### src/design/ept_pkg.sv
// Package for the Euler pose to rigid transform unit.
// Holds widths, CORDIC constants, the arctan table and the shared payload types.
// Depends on nothing.
`default_nettype none
package ept_pkg;
	localparam int CordicSteps = 28;
	localparam logic signed [33:0] CordicX0 = 34'sd652032874;
	localparam logic signed [35:0] PiQ30 = 36'sd3373259426;
	localparam logic signed [35:0] TwoPiQ30 = 36'sd6746518852;
	localparam logic signed [35:0] HalfPiQ30 = 36'sd1686629713;
	localparam logic signed [31:0] DofScaleReset = 32'sd16777216;

	typedef logic [1:0] req_type_t;

	typedef struct packed {
		logic [1:0] req_type;
		logic signed [31:0] trans_x;
		logic signed [31:0] trans_y;
		logic signed [31:0] trans_z;
		logic signed [31:0] rot_x;
		logic signed [31:0] rot_y;
		logic signed [31:0] rot_z;
	} pose_t;

	typedef struct packed {
		logic signed [31:0] m00;
		logic signed [31:0] m01;
		logic signed [31:0] m02;
		logic signed [31:0] m10;
		logic signed [31:0] m11;
		logic signed [31:0] m12;
		logic signed [31:0] m20;
		logic signed [31:0] m21;
		logic signed [31:0] m22;
		logic signed [31:0] out_tx;
		logic signed [31:0] out_ty;
		logic signed [31:0] out_tz;
	} xform_t;

	// Classified item passed from the front part to the back part.
	typedef struct packed {
		logic rot_order_yxz;
		logic rotate_trans;
		logic signed [31:0] t0;
		logic signed [31:0] t1;
		logic signed [31:0] t2;
		logic signed [35:0] z0;
		logic signed [35:0] z1;
		logic signed [35:0] z2;
		logic flip0;
		logic flip1;
		logic flip2;
	} work_t;

	function automatic logic signed [35:0] atan_q30(input logic [4:0] idx);
		case (idx)
			5'd0: atan_q30 = 36'sd843314856;
			5'd1: atan_q30 = 36'sd497837829;
			5'd2: atan_q30 = 36'sd263043836;
			5'd3: atan_q30 = 36'sd133525158;
			5'd4: atan_q30 = 36'sd67021686;
			5'd5: atan_q30 = 36'sd33543515;
			5'd6: atan_q30 = 36'sd16775850;
			5'd7: atan_q30 = 36'sd8388437;
			5'd8: atan_q30 = 36'sd4194282;
			5'd9: atan_q30 = 36'sd2097149;
			5'd10: atan_q30 = 36'sd1048575;
			5'd11: atan_q30 = 36'sd524287;
			5'd12: atan_q30 = 36'sd262143;
			5'd13: atan_q30 = 36'sd131071;
			5'd14: atan_q30 = 36'sd65535;
			5'd15: atan_q30 = 36'sd32767;
			5'd16: atan_q30 = 36'sd16383;
			5'd17: atan_q30 = 36'sd8191;
			5'd18: atan_q30 = 36'sd4095;
			5'd19: atan_q30 = 36'sd2047;
			5'd20: atan_q30 = 36'sd1023;
			5'd21: atan_q30 = 36'sd511;
			5'd22: atan_q30 = 36'sd255;
			5'd23: atan_q30 = 36'sd127;
			5'd24: atan_q30 = 36'sd63;
			5'd25: atan_q30 = 36'sd31;
			5'd26: atan_q30 = 36'sd15;
			5'd27: atan_q30 = 36'sd7;
			default: atan_q30 = 36'sd0;
		endcase
	endfunction

	function automatic logic signed [31:0] sat32(input logic signed [71:0] v);
		if (v > 72'sd2147483647) begin
			sat32 = 32'sh7fffffff;
		end else if (v < -72'sd2147483648) begin
			sat32 = 32'sh80000000;
		end else begin
			sat32 = v[31:0];
		end
	endfunction

	// Rounded product with half-up rounding at bit 30, operands up to 34 bits.
	function automatic logic signed [67:0] mul30(input logic signed [33:0] a,
			input logic signed [33:0] b);
		logic signed [67:0] p;
		p = a * b;
		p = p + 68'sd536870912;
		mul30 = p >>> 30;
	endfunction
endpackage
`default_nettype wire

### src/design/ept_fifo.sv
// Short queue between the front and back parts, four entries deep.
// Depends on ept_pkg.
`default_nettype none
module ept_fifo
	import ept_pkg::*;
(
	input wire logic clk,
	input wire logic arst_n,
	input wire logic in_valid,
	output logic in_ready,
	input wire work_t in_data,
	output logic out_valid,
	input wire logic out_ready,
	output work_t out_data
);
	work_t mem_q [4];
	logic [1:0] wr_q, rd_q;
	logic [2:0] cnt_q;
	logic push, pop;

	assign in_ready = cnt_q != 3'd4;
	assign out_valid = cnt_q != 3'd0;
	assign push = in_valid && in_ready;
	assign pop = out_valid && out_ready;
	assign out_data = mem_q[rd_q];

	always_ff @(posedge clk or negedge arst_n) begin
		if (!arst_n) begin
			wr_q <= '0;
			rd_q <= '0;
			cnt_q <= '0;
		end else begin
			if (push) wr_q <= wr_q + 2'd1;
			if (pop) rd_q <= rd_q + 2'd1;
			cnt_q <= cnt_q + {2'b0, push} - {2'b0, pop};
		end
	end

	always_ff @(posedge clk) begin
		if (push) mem_q[wr_q] <= in_data;
	end
endmodule
`default_nettype wire

### config.mk
export PLATFORM = sky130hd
export DESIGN_NAME = ept_fifo
export DESIGN_NICKNAME = d
export VERILOG_FILES = /design/src/design/ept_pkg.sv /design/src/design/ept_fifo.sv
export SDC_FILE = /design/constraint.sdc
export NUM_CORES = 1
export LEC_CHECK = 0
export ABC_AREA = 1
export BUFFER_PORTS_ARGS = -buffer_cell sky130_fd_sc_hd__buf_2
export CAP_MARGIN = 10
export CORE_MARGIN = 3
export CORE_UTILIZATION = 50
export CTS_BUF_LIST = sky130_fd_sc_hd__clkbuf_4
export DETAILED_ROUTE_END_ITERATION = 8
export PLACE_DENSITY = 0.7
export SETUP_SLACK_MARGIN = 0.3
export SLEW_MARGIN = 10
export SYNTH_ARGS = -nofsm -noshare
export SYNTH_HDL_FRONTEND = slang
export SYNTH_SLANG_ARGS = --single-unit
### constraint.sdc
create_clock -name clk -period 11.28 [get_ports clk]
set_input_delay 2.256 -clock clk [delete_from_list [all_inputs] [get_ports clk]]
set_output_delay 2.256 -clock clk [all_outputs]
set_load 0.03 [all_outputs]
# Word-level counts from Yosys, hierarchy flattened
# Memory sizes are Yosys's and may differ from the RTL's.
# Index checks and enable logic that the tools add are counted.
# word_totals
ff_bits	7
mem_bits_ro	0
latchBits	0
inputBits	213
word_cells	14
mem_count	1
output_inout_bits	211
mem_bits_rw	836
# op_classes
n_lt_le_gt_ge	0
muxes	2
n_div	0
n_bitwise	0
n_eq_ne	1
n_reduce_logical	3
n_addsub	4
mul	0
n_shift	0
# memory_table
name	words	width	rd	rd_clocked_by_memory_dff	wr	line	source
mem_q	4	209	1	0	1	ept_fifo.sv:16	work_t mem_q [4];
# ops
operator	n
$add 2x1->2 const B	2
$add 3x1->3	1
$ne 3x3->1 const B	1
$reduce_bool 3->1	1
$sub 3x1->3	1
$logic_and 1x1->1	2
$mux 1	2

# Longest topological paths before layout
# Gate-level depths: netlist (run 1).
# logic_depth
word_depth	4
mapped_depth	12
depth_no_buf	12

# Worst setup path after synthesis (run 1)
# OpenSTA, ideal clock, no wires.
# synth_path
path_kind	input to register
startpoint	input port in_valid
endpoint	memory mem_q[0][0] (netlist name) (enable)
required_ps	10497
setup_ps	783
n_path_buf	0
stages	2
arrival_time_ps	11091
setup_slack_ps	-594
cell_sequence	nand2_1 > nor2_1
# synth_via
elab_chain_cells	3
# synth_lines
element	line	source
start, declared	ept_fifo.sv:9	input wire logic in_valid,
$logic_and 1x1->1	ept_fifo.sv:23	assign push = in_valid && in_ready;
$mux 1	ept_fifo.sv:40	if (push) mem_q[wr_q] <= in_data;
$mux 1 (implied by the code)	ept_fifo.sv:40	
end, declared	ept_fifo.sv:16	
# Every way passes these cells.

==> flow_summary.toml, run 1 <==
[run_status]
outcome = "finished, final reports clean"

[sta]
hold_violations = 0
relSlewSlack = 0.260
slew_violations = 0
fin_crit_sh = 0.594
max_freq_ghz = 0.149
rsz0062_at_grt = "no"
hold_ws_ns = 0.504
period_needed_ns = 6.69
tightestPinTransition_ns = 1.11
setup_viol = 0
setup-tns-final_ns = 0
fin_skew_ns = 0.0542

[cts]
cts_tree = "yes"
post_cts.repair.setup_buffers = 0
clock-sinks = 843
cts_resized = 0
clock_path_buffers = 3
cts-root-buf = "clkbuf_4"
h-tree-depth = 4
numCtsBuffers = 206
path_clk_slew_ns = 0.06
clock_latency_ns = 1.02
cts_hold_buf = 0

[grt]
grt_max_degree = 234
gr-total-overflow = 0
track_usage = 0.208
grt_pass1_wl_um = 113000
grt_pass1_vias = 21300
antenna_found_initial = 31

[critical_path]
critPathBufInv = 3
ff2ff_path_depth = 6
max_stage_delay_ns = 0.97
rr_startpoint = "cnt_q[1]"
startpoint_type = "flop"
path_delay_family = "buffers and inverters"
crit_top_cell = "nor2_1"
reg2reg_slack_ns = 7.89
required_ns = 9.02
r2r-end = "mem_q[3][77]"
crit_fanout = 233
worstPathCellList = "buf_4 -> buf_12 -> nor2_1 -> nor2_1 -> o21ai_0 -> nand2_1 -> buf_2"
worstPathArrival_ns = 4.44
endpoint_kind = "output pin"
cp_slowest_cell = "dfrtp_4"
critPathKind = "reg2out"

[finish]
multiInputGateArea_mm2 = 0.00625
fill_cells = 5166
final_util = 0.589
syn_to_final_growth_pct = 15.3
drive_gt1_frac = 0.225
final-seq-area_mm2 = 0.0253
nNetsFinal = 3442

[yosys]
yosys_most_used_dff = "edfxtp_1"
netlist_top_cells_count = "edfxtp_1 (836), nand2_1 (646), nor2_1 (423)"
syn_nets = 2926
yosysMostFrequentCell = "edfxtp_1"
synth_cell_types = 18
yosys_warnings = 0
synth_edf_count = 836
synth_seq_cells = 843
synthTopCellsByArea = "edfxtp_1 (75%), nand2_1 (7.3%), nor2_1 (4.8%), o21ai_0 (4.2%), inv_1 (2.5%)"
yosys.area.top_type = "edfxtp_1"
syn_area_per_cell_um2 = 12.3
async_reset_ff_frac = 0.00830
synth_top_cell_area_share = 0.754
yosysSeqAreaShare = 0.760
syn_area_mm2 = 0.0333
netlist_instances = 2706

[routing]
dr.pass1.iters = 5
wl_per_cell_um = 17.3
drc = 0
dr_total_vias = 21500
wl_um = 73500
post_drt_via_cell_ratio = 5.07
ant_nets = 0
drt_iter0_markers = 1589

[floorplan]
io_pins = 424
start_util = 0.511
die-height_um = 264
die_w_um = 264
die_area_mm2 = 0.0697
core_mm2 = 0.0652
num_rows = 93

[power_and_ir_drop]
power_uw = 11000
powerDensity_mw_per_mm2 = 286
power.leakage_uw = 0.0155
ir_drop_v = 0.000220

[worst_hold_path]
min_to = "cnt_q[0]"
hp-start = "cnt_q[0]"
holdPathStages = 1
hold_path.class = "reg2reg"

[placed_design]
port_buffers = 423
hpwl_um = 42300
gp_congestion = 0.768

[job]
maxCapViolCount = 0
## final cells by class
cell class | count | share of cell area
timing repair buffer | 447 | 0.0605
clock inverter | 67 | 0.0106
multi-input combinational | 1499 | 0.163
tap | 855 | 0.0279
clock buffer | 285 | 0.0557
inverter | 225 | 0.0223
antenna | 20 | 0.00130
sequential | 843 | 0.659
## per-stage QoR
stage	setup WS (ns)	std cells	cell area, um^2
final	4.59	4241	38400
after CTS	4.38	4221	38300
after global routing	4.12	4233	38400
after floorplan	-0.594	2706	33300
after global placement	5.60	3869	35800
after detailed placement	5.58	3869	35800
## cell families (layout without fill, tap and decap cells)
group,after synthesis,in the layout,synth area share
AO/OA/AOI/OAI,418,418,0.0629
adder cells (fa/ha/maj),7,7,0.00286
buffers and inverters,364,1024,0.0535
flip-flops,843,843,0.760
other,0,20,0
AND/OR/NAND/NOR,1074,1074,0.121
## where the power goes
group          internal, uW  total, uW  switching [uW]
logic                  1030       4310            3280
registers              4120       4290             168
clock network          1240       2400            1160
## state kept, by name (all words and copies together) (netlist names)
name   flops
wr_q       2
rd_q       2
cnt_q      3
mem_q    836
## cells in the final DEF, fill, tap and decap left out, drive strengths merged
master    synthesis  routed
clkbuf           50     285
fa                1       1
diode             0      20
nor2            423     423
nand3             5       5
ha                6       6
dfrtp             7       7
o21ai           418     418
edfxtp          836     836
nand2           646     646
buf              89     447
clkinv            1      56
bufinv            0       3
clkinvlp          0       2
inv             224     231
## how the worst max path moves through the flow
stage / startpoint / to / slack (ns) / depth (start not counted)
4_1_cts: rd_q[1] / out_data[129] / 4.38 / 7
6_report: rd_q[0] / out_data[103] / 4.59 / 7
3_5_place_dp: rd_q[1] / out_data[129] / 5.58 / 7
5_1_grt: rd_q[0] / out_data[120] / 4.12 / 7
2_1_floorplan: in_valid / mem_q[0][0] / -0.59 / 2
3_3_place_gp: rd_q[1] / out_data[129] / 5.60 / 7
## metal layers
layer / vias to the layer above / global-route usage / routed length [um]
met5: - / 0 / 172
met4: 26 / 0.0902 / 1650
met3: 147 / 0.0785 / 6370
met2: 718 / 0.344 / 36700
met1: 10300 / 0.244 / 28600
li1: 10300 / - / -
(Power assumes the default switching activity.)
==> inputs of run 2 (changes only) <==
==> constraint.sdc (replaced) <==
create_clock -name clk -period 6.8 [get_ports clk]
set_input_delay 1.36 -clock clk [delete_from_list [all_inputs] [get_ports clk]]
set_output_delay 1.36 -clock clk [all_outputs]
set_load 0.03 [all_outputs]
==> run 2 against run 1 <==
Clock power increased by 68%. Sequential power increased by 66%. First-iteration DRC count decreased by 0.63%. Cell count about the same. Hold slack got worse by 0.28 ns. Global-route usage decreased by 0.061 points. Wire length decreased by 0.95%. Non-clock buffer count decreased by 8.
==> flow_summary.toml, run 2 (same netlist as run 1, synthesis figures left out) <==
[sta]
fin_skew_ns = 0.0556
relSlewSlack = 0.168
fin_crit_sh = 0.752
setup_slack_ns = 1.69
tightestPinTransition_ns = 1.25
rsz0062_at_grt = "no"
max_freq_ghz = 0.196
slew_violations = 0
hold_violations = 0
setup_viol = 0
period_needed_ns = 5.11

[cts]
cts-root-buf = "clkbuf_4"
cts_resized = 0
h-tree-depth = 4
numCtsBuffers = 205
clock_latency_ns = 1.00
clock-sinks = 843
clock_path_buffers = 3
cts_hold_buf = 0
cts_tree = "yes"
post_cts.repair.setup_buffers = 0
path_clk_slew_ns = 0.06

[floorplan]
die-height_um = 264
start_util = 0.511
num_rows = 93
core_mm2 = 0.0652
die_w_um = 264
die_area_mm2 = 0.0697
io_pins = 424

[finish]
syn_to_final_growth_pct = 15.7
regMostFlops = "mem_q"
nNetsFinal = 3433
drive_gt1_frac = 0.230
mostFrequentLayoutCells = "edfxtp_1 (836), nand2_1 (646), buf_2 (423)"
final_cell_area_mm2 = 0.0385
layout_commonest_cell = "edfxtp_1"
largest_reg_flops = 836
top_regs = "mem_q (836), cnt_q (3)"

[placed_design]
postPlaceCellArea_mm2 = 0.0358
gp_congestion = 0.772
port_buffers = 423
pre_cts_ws_ns = 2.77
hpwl_um = 41000

[routing]
dr_total_vias = 21400
ant_nets = 0
drt_iter0_markers = 1579
wl_um = 72800
post_drt_via_cell_ratio = 5.04
wl_per_cell_um = 17.2
dr.pass1.iters = 5
drc = 0

[critical_path]
crit_top_cell = "nand2_1"
crit_fanout = 288
startpoint_type = "flop"
rr_startpoint = "cnt_q[1]"
endpoint_kind = "output pin"
cp_slowest_cell = "dfrtp_4"
path_delay_family = "flip-flops"
critPathBufInv = 2
worstPathCellList = "buf_12 -> nand2_1 -> o21ai_0 -> nand2_1 -> nand2_1 -> buf_2"
worstPathArrival_ns = 3.75
max_stage_delay_ns = 1.00
required_ns = 5.44
critPathKind = "reg2out"
reg2reg_slack_ns = 3.97
startpoint = "rd_q[0]"

[power_and_ir_drop]
pwr-share-seq = 0.389
power.leakage_uw = 0.0155
swShare = 0.416
p_int_uw = 10700
ir_drop_v = 0.000342
p_clk_frac = 0.220
p_sw_uw = 7620
combPwrFrac = 0.391
powerDensity_mw_per_mm2 = 476

[job]
maxCapViolCount = 0

[grt]
antenna_found_initial = 30
track_usage = 0.208
grt_max_degree = 289
grt_pass1_wl_um = 113000
grt_pass1_vias = 21600
gr-total-overflow = 0

[run_status]
outcome = "finished, final reports clean"

[worst_hold_path]
hold_path.class = "in2async"
==> run 2: final timing paths <==
kind,cells past startpoint,end
setup / recovery,6,out_data[107]
hold / removal,1,cnt_q[1]
setup reg to reg,6,mem_q[3][68]
hold reg to reg,1,cnt_q[0]
max in group asynchronous,1,rd_q[0]
min in group clk,1,cnt_q[0]
==> run 2: area by class of cell <==
type	instances	area, um^2
flip-flops and latches	843	25300
repair buffers	439	2370
fillers	5183	26700
multi-input cells	1499	6250
clock buffers	311	2330
diodes	23	57.6
inverters	225	857
clock inverters	48	265
well taps	855	1070
==> run 2: power by group through the flow <==
| stage | combinational, uW | clock, uW | sequential [uW] |
|---|---|---|---|
| floorplan | 5270 | 0 | 7290 |
| CTS | 7250 | 4170 | 7110 |
| detailed placement | 7230 | 0 | 7220 |
| global placement | 7090 | 0 | 7170 |
| global route | 7860 | 4440 | 7190 |
| finish | 7160 | 4030 | 7120 |
==> run 2: per-stage QoR <==
stage / total power [uW] / setup TNS (ns) / util / instances / hold slack (ns)
after floorplan: 12600 / -557.99 / - / 2706 / 0.449
after global placement: 14300 / 0 / 0.550 / 3861 / 0.489
after detailed placement: 14400 / 0 / 0.550 / 3861 / 0.503
after CTS: 18500 / 0 / 0.590 / 4220 / 0.0586
after global routing: 19500 / 0 / 0.590 / 4230 / 0.0994
final: 18300 / 0 / 0.591 / 4243 / 0.224
==> run 2: metal layers <==
metal  track usage  share of wire
met1         0.244           0.39
met2         0.347           0.50
met3        0.0748          0.089
met4        0.0874          0.024
met5             0         0.0019
